===== src/sv/mtt_pkg.sv =====
// Shared types and constants for the markup tag tokenizer.
`default_nettype none
package mtt_pkg;

  // Markup characters
  localparam logic [7:0] CH_BANG  = 8'h21;
  localparam logic [7:0] CH_DASH  = 8'h2D;
  localparam logic [7:0] CH_GT    = 8'h3E;
  localparam logic [7:0] CH_LT    = 8'h3C;
  localparam logic [7:0] CH_QUOTE = 8'h22;
  localparam logic [7:0] CH_SP    = 8'h20;
  localparam logic [7:0] CH_TAB   = 8'h09;
  localparam logic [7:0] CH_NL    = 8'h0A;

  // Parser phase
  typedef enum logic [1:0] {
    PH_TEXT = 2'd0,
    PH_NAME = 2'd1,
    PH_ATTR = 2'd2
  } phase_t;

  // Byte classification
  typedef enum logic [1:0] {
    KIND_TEXT   = 2'd0,
    KIND_NAME   = 2'd1,
    KIND_ATTR   = 2'd2,
    KIND_MARKUP = 2'd3
  } kind_t;

  // Events raised on a word
  typedef enum logic [1:0] {
    EV_NONE     = 2'd0,
    EV_TEXT     = 2'd1,
    EV_TAG      = 2'd2,
    EV_TAG_ATTR = 2'd3
  } event_t;

  // One result word
  typedef struct packed {
    logic [7:0] byte_val;
    kind_t      kind;
    event_t     ev;
    logic       sup;
  } result_t;

endpackage
`default_nettype wire


===== src/sv/markup_tag_tokenizer_unit.sv =====
// Markup tag tokenizer: classifies document bytes and raises text and tag events.
// Result words are registered: into the result register, or into skid on a stall.
// Throughput: one byte per cycle while in_stall is low (skid register empty).
// A two-entry output buffer (result register plus skid register) lets input
// continue while a result waits; input stalls only when the skid entry is full.
// Reset (rst, synchronous) empties the output buffer and returns the parser to text.
`default_nettype none
module markup_tag_tokenizer_unit import mtt_pkg::*; (
  input  wire logic       clk,
  input  wire logic       rst,
  input  wire logic       in_valid,
  output logic            in_stall,
  input  wire logic [7:0] in_byte,
  input  wire logic       start_of_doc,
  output logic            out_valid,
  input  wire logic       out_stall,
  output logic [7:0]      out_byte,
  output logic [1:0]      byte_kind,
  output logic [1:0]      event_res,
  output logic            suppressed
);

  // Parser state
  phase_t     phase, phase_next;
  logic       in_quotes, in_quotes_next;
  logic       comment_candidate, comment_candidate_next;
  logic [1:0] name_char_count, name_char_count_next;
  logic       in_comment, in_comment_next;
  logic [1:0] dash_run, dash_run_next;
  logic       text_nonempty, text_nonempty_next;

  // Output buffer
  result_t result, skid, res_now;
  logic    result_valid, skid_valid;

  logic accept;
  logic out_free;

  assign in_stall = skid_valid;
  assign accept   = in_valid && !skid_valid;
  assign out_free = !result_valid || !out_stall;

  // Work out the result and next state for the incoming word
  always_comb begin
    phase_t     ph;
    logic       quo;
    logic       cand;
    logic [1:0] cnt;
    logic       cmt;
    logic [1:0] dash;
    logic       txt;
    logic       spc;
    logic [7:0] want;
    kind_t      kind;
    event_t     ev;

    // Start of document clears all state before the byte is handled
    if (start_of_doc) begin
      ph   = PH_TEXT;
      quo  = 1'b0;
      cand = 1'b1;
      cnt  = 2'd0;
      cmt  = 1'b0;
      dash = 2'd0;
      txt  = 1'b0;
    end else begin
      ph   = phase;
      quo  = in_quotes;
      cand = comment_candidate;
      cnt  = name_char_count;
      cmt  = in_comment;
      dash = dash_run;
      txt  = text_nonempty;
    end

    spc  = (in_byte == CH_SP) || (in_byte == CH_TAB) || (in_byte == CH_NL);
    want = (cnt == 2'd0) ? CH_BANG : CH_DASH;
    kind = KIND_MARKUP;
    ev   = EV_NONE;

    unique case (ph)
      PH_NAME: begin
        if (in_byte == CH_GT) begin
          ev = EV_TAG;
          ph = PH_TEXT;
        end else if (spc) begin
          ph = PH_ATTR;
        end else begin
          kind = KIND_NAME;
          // Track the comment-open prefix
          if (cand && cnt != 2'd3) begin
            if (in_byte != want) begin
              cand = 1'b0;
            end else if (cnt == 2'd2) begin
              cmt = 1'b1;
            end
            cnt = cnt + 2'd1;
          end
        end
      end
      PH_ATTR: begin
        if (quo || in_byte != CH_GT) begin
          kind = KIND_ATTR;
          if (in_byte == CH_QUOTE) begin
            quo = !quo;
          end
        end else begin
          ev = EV_TAG_ATTR;
          ph = PH_TEXT;
        end
      end
      default: begin
        // Text, and the unused phase code behaves as text
        if (in_byte == CH_LT) begin
          if (txt) begin
            ev = EV_TEXT;
          end
          txt  = 1'b0;
          ph   = PH_NAME;
          cand = 1'b1;
          cnt  = 2'd0;
        end else begin
          kind = KIND_TEXT;
          txt  = 1'b1;
        end
      end
    endcase

    res_now.byte_val = in_byte;
    res_now.kind     = kind;
    res_now.ev       = ev;
    res_now.sup      = cmt;

    // Close a comment on '>' after two dashes, after the event is decided
    priority if (in_byte == CH_DASH) begin
      if (dash != 2'd2) begin
        dash = dash + 2'd1;
      end
    end else if (in_byte == CH_GT && dash == 2'd2) begin
      dash = 2'd0;
      cmt  = 1'b0;
    end else begin
      dash = 2'd0;
    end

    phase_next             = ph;
    in_quotes_next         = quo;
    comment_candidate_next = cand;
    name_char_count_next   = cnt;
    in_comment_next        = cmt;
    dash_run_next          = dash;
    text_nonempty_next     = txt;
  end

  // Advance parser state on each accepted word
  always_ff @(posedge clk) begin
    if (rst) begin
      phase             <= PH_TEXT;
      in_quotes         <= 1'b0;
      comment_candidate <= 1'b1;
      name_char_count   <= 2'd0;
      in_comment        <= 1'b0;
      dash_run          <= 2'd0;
      text_nonempty     <= 1'b0;
    end else if (accept) begin
      phase             <= phase_next;
      in_quotes         <= in_quotes_next;
      comment_candidate <= comment_candidate_next;
      name_char_count   <= name_char_count_next;
      in_comment        <= in_comment_next;
      dash_run          <= dash_run_next;
      text_nonempty     <= text_nonempty_next;
    end
  end

  // Output buffer control: hold in skid while the result register is stalled
  always_ff @(posedge clk) begin
    if (rst) begin
      result_valid <= 1'b0;
      skid_valid   <= 1'b0;
    end else if (out_free) begin
      result_valid <= skid_valid || accept;
      skid_valid   <= 1'b0;
    end else if (accept) begin
      skid_valid <= 1'b1;
    end
  end

  // Output buffer payload
  always_ff @(posedge clk) begin
    if (out_free) begin
      result <= skid_valid ? skid : res_now;
    end else if (accept) begin
      skid <= res_now;
    end
  end

  assign out_valid  = result_valid;
  assign out_byte   = result.byte_val;
  assign byte_kind  = result.kind;
  assign event_res  = result.ev;
  assign suppressed = result.sup;

endmodule
`default_nettype wire

===== config.mk =====
export PLATFORM = sky130hd
export DESIGN_NAME = markup_tag_tokenizer_unit
export DESIGN_NICKNAME = d
export VERILOG_FILES = /design/src/sv/mtt_pkg.sv /design/src/sv/markup_tag_tokenizer_unit.sv
export SDC_FILE = /design/constraint.sdc
export NUM_CORES = 1
export LEC_CHECK = 0
export ABC_CLOCK_PERIOD_IN_PS = 4330
export BUFFER_PORTS_ARGS = -buffer_cell sky130_fd_sc_hd__clkbuf_2
export CORE_MARGIN = 5
export CORE_UTILIZATION = 45
export DETAILED_ROUTE_END_ITERATION = 7
export PLACE_DENSITY = 0.65
export SYNTH_ARGS = -nofsm -noshare
export SYNTH_HDL_FRONTEND = slang
export SYNTH_SLANG_ARGS = --single-unit

===== constraint.sdc =====
create_clock -name clk -period 4.33 [get_ports clk]
set_input_delay 0.2165 -clock clk [delete_from_list [all_inputs] [get_ports clk]]
set_output_delay 0.2165 -clock clk [all_outputs]
set_load 0.02 [all_outputs]

After elaboration in Yosys (flattened, before gate mapping)
Index checks and enable logic that the tools add are counted.

Reduce and logical (&&, ||, !) cells: 16. Add/sub/neg operators: 2. Equality and inequality tests: 15. Bitwise logic cells: 1. Mux-type cells: 50.

Operators by type and width (count): $eq 8x6->1 const B (5); $mux 2 (18); $mux 1 (25); $eq 8x4->1 const B (2); $pmux 2 s2 (4); $mux 13 (1); $ne 8x6->1 (1); $ne 8x6->1 const B (1); $eq 2x2->1 const B (3); $logic_or 1x1->1 (5); $add 2x1->2 const B (2); $logic_not 1->1 (4); $mux 4 (1); $ne 2x2->1 const B (2); $reduce_or 2->1 (2); $logic_and 1x1->1 (3); $eq 2x1->1 const B (1); $logic_not 2->1 (1); $pmux 1 s2 (1); $reduce_and 2->1 (1); $not 1->1 (1).

Register bits: 38. Input bits: 13. Word-level logic and storage cells: 101.

Logic depth before layout (Yosys ltp)
Depth in word-level cells: 11. Gate-level depth with buffers: 10.

Worst setup path after synthesis
No wires, ideal clock.

Path kind: input port to flip-flop. Start: input start_of_doc. End: register comment_candidate. Stages: 10. Path buffers: 1. Arrival: 2.121 ns. Required time: 4.249 ns. Path slack: 2.128 ns. Cells stage by stage: clkbuf_1 > inv_1 > nand2_1 > inv_1 > ha_1 > nor2b_1 > nor4b_1 > nor3_1 > o21a_1 > a41oi_1.

Word-level cells in the longest chain between the ends: 9. Elaborated cells between the ends (all ways): 16.

Ends and longest elaborated chain: start: declaration (RTL line markup_tag_tokenizer_unit.sv:14) `input wire logic start_of_doc,`; $mux 2 (RTL line markup_tag_tokenizer_unit.sv:58) `if (start_of_doc) begin`; $logic_not 2->1 (RTL line markup_tag_tokenizer_unit.sv:77) `want = (cnt == 2'd0) ? CH_BANG : CH_DASH;`; $mux 4 (RTL line markup_tag_tokenizer_unit.sv:77); $ne 8x6->1 (RTL line markup_tag_tokenizer_unit.sv:92) `if (in_byte != want) begin`; $mux 1 (RTL line markup_tag_tokenizer_unit.sv:92); $mux 1 (RTL line markup_tag_tokenizer_unit.sv:91) `if (cand && cnt != 2'd3) begin`; $mux 1 (RTL line markup_tag_tokenizer_unit.sv:86) `end else if (spc) begin`; $mux 1 (RTL line markup_tag_tokenizer_unit.sv:83) `if (in_byte == CH_GT) begin`; $pmux 1 s2 (*) (RTL line markup_tag_tokenizer_unit.sv:81) `unique case (ph)`; end signal: assignment (RTL line markup_tag_tokenizer_unit.sv:168) `comment_candidate <= comment_candidate_next;`; end: declaration (RTL line markup_tag_tokenizer_unit.sv:26) `logic comment_candidate, comment_candidate_next;`.

Mark *: on every way between the ends. The rest lies on a longest branch, timed or not. A chain may end at the register's enable or synchronous reset.

Worst setup path after layout
Start: register skid_valid (netlist: in_stall). End: register skid[1] (netlist bit), enable pin.

Word-level cells in the longest chain between the ends: 3.

Ends and longest elaborated chain: start: declaration (RTL line markup_tag_tokenizer_unit.sv:34) `logic result_valid, skid_valid;`; start signal: assignment (RTL line markup_tag_tokenizer_unit.sv:180) `skid_valid <= 1'b0;`; start signal: assignment (RTL line markup_tag_tokenizer_unit.sv:183) `skid_valid <= 1'b0;`; start signal: assignment (RTL line markup_tag_tokenizer_unit.sv:185) `skid_valid <= 1'b1;`; $logic_not 1->1 (RTL line markup_tag_tokenizer_unit.sv:40) `assign accept = in_valid && !skid_valid;`; $logic_and 1x1->1 (RTL line markup_tag_tokenizer_unit.sv:40); $reduce_and 2->1 (no source line); end signal: assignment (RTL line markup_tag_tokenizer_unit.sv:194) `skid <= res_now;`; end: declaration (RTL line markup_tag_tokenizer_unit.sv:33) `result_t result, skid, res_now;`.

No other way between the ends.

==> results.rst <==
.. list-table::
   :header-rows: 1

   * - Metric
     - Value
   * - Synth area leaders
     - edfxtp_1, dfxtp_1, mux2_2
   * - Die W
     - 76.1 um
   * - Residual antenna-violating net count after detailed routing
     - 0
   * - Worst hold slack
     - 172 ps
   * - Critical path endpoint category
     - flip-flop
   * - Worst slew pin tran
     - 1220 ps
   * - Vias in the first global route
     - 1,403
   * - Synthesized area
     - 1960 um2
   * - Highest-delay cell along the critical path
     - nor2_1
   * - Number of port buffers
     - 27
   * - TNS Setup
     - 0 ps
   * - Share of the yosys chip area belonging to registers
     - 52.0%
   * - Relative area change from synthesis to final layout
     - 15.4%
   * - GRT Resource Usage Total
     - 14.6%
   * - Total nets after synthesis
     - 210
   * - Worst path max stage delay
     - 1010 ps
   * - Worst Path Max Fanout
     - 21
   * - Most frequent cells after synthesis
     - edfxtp_1, nor2_1, nand2_1, dfxtp_1, o21ai_0
   * - Cell with the most instances after synthesis
     - edfxtp_1
   * - Unrepaired setup endpoints after global routing
     - no
   * - Final critical delay including setup and external delays
     - 2410 ps
   * - Max-slew violation total from the final report
     - 0
   * - Fraction of layout cells with a size suffix above 1
     - 22.1%
   * - Clock tree from TritonCTS
     - done
   * - Number of different library cells in the post-synthesis netlist
     - 44
   * - Final HPWL from detailed placement
     - 3.05 mm
   * - Drt total wl
     - 4.16 mm
   * - Net count reported at finish
     - 236
   * - Antenna violations before repair
     - 0
   * - DRC Markers
     - 0
   * - Mean instance size in the synthesized netlist
     - 10.3 um2
   * - Level count of the clock H-tree
     - 2
   * - Clock Tree Buf Depth
     - 2
   * - Layout Skew
     - 5.56 ps
   * - Average wire length per cell after detail routing
     - 15.5 um
   * - Placement Setup Slack
     - 1870 ps
   * - Post-route setup slack
     - 1920 ps
   * - Cell area after layout
     - 2270 um2
   * - Launching element type of the critical path
     - flip-flop
   * - First-pass GRT wire length
     - 6.92 mm
   * - Vias per cell
     - 5.71
   * - Number of diodes added for antenna fixing
     - 0
   * - Required time of the worst setup path
     - 4230 ps
   * - Data arrival at the endpoint of the critical path
     - 2310 ps
   * - Pin count of the biggest net entering global routing
     - 22
   * - Largest area contributor in the netlist
     - edfxtp_1
   * - Yosys warning total
     - 0
   * - DRC marker count from the first detailed-route iteration
     - 53
   * - Number of setup violations in the final report
     - 0
   * - Height of the die
     - 76.1 um
   * - Clk sinks
     - 38
   * - Worst Path Class, Setup
     - reg -> reg
   * - DR vias
     - 1,535
   * - Gates resized, CTS repair
     - 0
   * - Result of the run
     - finished, final reports clean
   * - Gp weighted congestion
     - 0.890
   * - Pre-antenna DRT Iters
     - 4
   * - Reported max-cap violation count
     - 0
   * - Post-synth top flop
     - edfxtp_1
   * - Effective utilization at floorplan
     - 45.7%
   * - Std cell rows
     - 24
   * - IO Pins
     - 28
   * - Async S/R FF share, synth
     - 0%
   * - Worst-path clk slew
     - 70 ps
   * - Instance area at placement
     - 2130 um2
   * - Area of the core
     - 4290 um2
   * - Pwr dens
     - 373 nW/um2
   * - Ratio of final minimum period to clock period
     - 55.7%
   * - Headroom to the max-slew limit
     - 18.4%
   * - Number of buffers created by CTS
     - 5
   * - Residual overflow from global routing
     - 0
   * - Register bit total from synthesis
     - 38
   * - Number of failing hold endpoints at the final stage
     - 0
   * - Gate count of the mapped netlist
     - 190
   * - Portion of synthesized cell area occupied by the leading cell type
     - 39.8%
   * - Worst min-delay path category
     - in -> reg
   * - Cell chosen for the clock root
     - clkbuf_8
   * - Max Freq
     - 0.415 GHz
   * - Source-to-sink clock delay at the later pin of the worst-skew pair
     - 290 ps
   * - Maximum resistive drop on vdd
     - 0.153 mV
   * - EDFF count, synth
     - 26
   * - Worst path cell trace
     - nand2b_1, nor2_1
   * - Total of hold buffers inserted after clock tree synthesis
     - 0
   * - Area enclosed by the die boundary
     - 5780 um2
   * - Setup fix buffers added after clock tree synthesis
     - 0
   * - Leakage
     - 0.872 nW
-- layer usage --
layer  global-route usage [%]  wire length (um)
met1                     19.3              1960
met2                     22.3              1900
met3                     3.66               170
met4                     6.99               129
met5                        0                 0
-- final timing paths --
path                            depth (start not counted)                       end                     start  slack [ps]
worst max register to register                          2         skid[1]$_DFFE_PP_     in_stall$_SDFFE_PP0P_        1920
worst max-delay path                                    2         skid[1]$_DFFE_PP_     in_stall$_SDFFE_PP0P_        1920
worst min-delay path                                    1        skid[10]$_DFFE_PP_                in_byte[5]         170
worst min register to register                          2  dash_run[1]$_SDFFE_PP0P_  dash_run[1]$_SDFFE_PP0P_         460
-- power by group --
part           switching [W]  total (W)  internal [W]
sequential        0.00000593   0.000410      0.000404
clock               0.000124   0.000352      0.000228
combinational      0.0000557  0.0000840     0.0000282
total               0.000186   0.000846      0.000660
-- cells in the final DEF (no fill, tap or decap), types with 2 or more instances in the layout --
cell and count:
edfxtp_1 26, ha_1 7, a211oi_1 2, clkbuf_2 27, nand3_1 9, a21oi_1 8, dfxtp_1 12, nor2b_1 6
clkbuf_8 5, a22o_1 2, nor4_1 3, mux2_2 9, nor2_1 18, a31oi_1 4, inv_1 8, nand2b_1 4
nor4b_1 3, nor3_1 5, nand4_1 3, nand2_1 17, or2_1 2, o21ai_0 11, o21a_1 2, bufinv_16 2
-- cells by family after synthesis --
family | Yosys count | synth area share (%)
AND/OR/NAND/NOR | 78 | 21.0
AO/OA/AOI/OAI | 42 | 14.3
flip-flops | 38 | 52.0
buffers and inverters | 16 | 3.06
multiplexers | 9 | 5.16
adder cells (fa/ha/maj) | 7 | 4.46
-- registers in the layout, indices dropped and copies added, names as in the netlist --
name / flops
out_byte: 8
out_valid: 1
in_stall: 1
in_comment: 1
skid: 13
byte_kind: 2
text_nonempty: 1
dash_run: 2
name_char_count: 2
event_res: 2
phase: 2
comment_candidate: 1
in_quotes: 1
suppressed: 1
-- area by class of cell --
class	count	area [um2]
Tap cell	52	65.1
Multi-Input combinational cell	136	882
Timing Repair Buffer	27	135
Sequential cell	38	1020
Inverter	8	30.0
Clock inverter	3	63.8
Clock buffer	5	68.8
Fill cell	403	2030
-- critical path, delay by kind of cell, from the launching register on --
kind             cells  cell delay (ps)
DFF                  1              550
and+or+nand+nor      2             1470
-- metrics by stage --
step,utilization [%],total power (W),instances
2_1_floorplan,-,0.000473,190
3_3_place_gp,49.7,0.000502,261
3_5_place_dp,49.7,0.000503,261
4_1_cts,52.8,0.000854,269
5_1_grt,52.8,0.000875,269
6_report,52.8,0.000846,269
Power figures use the tool's default switching activity.
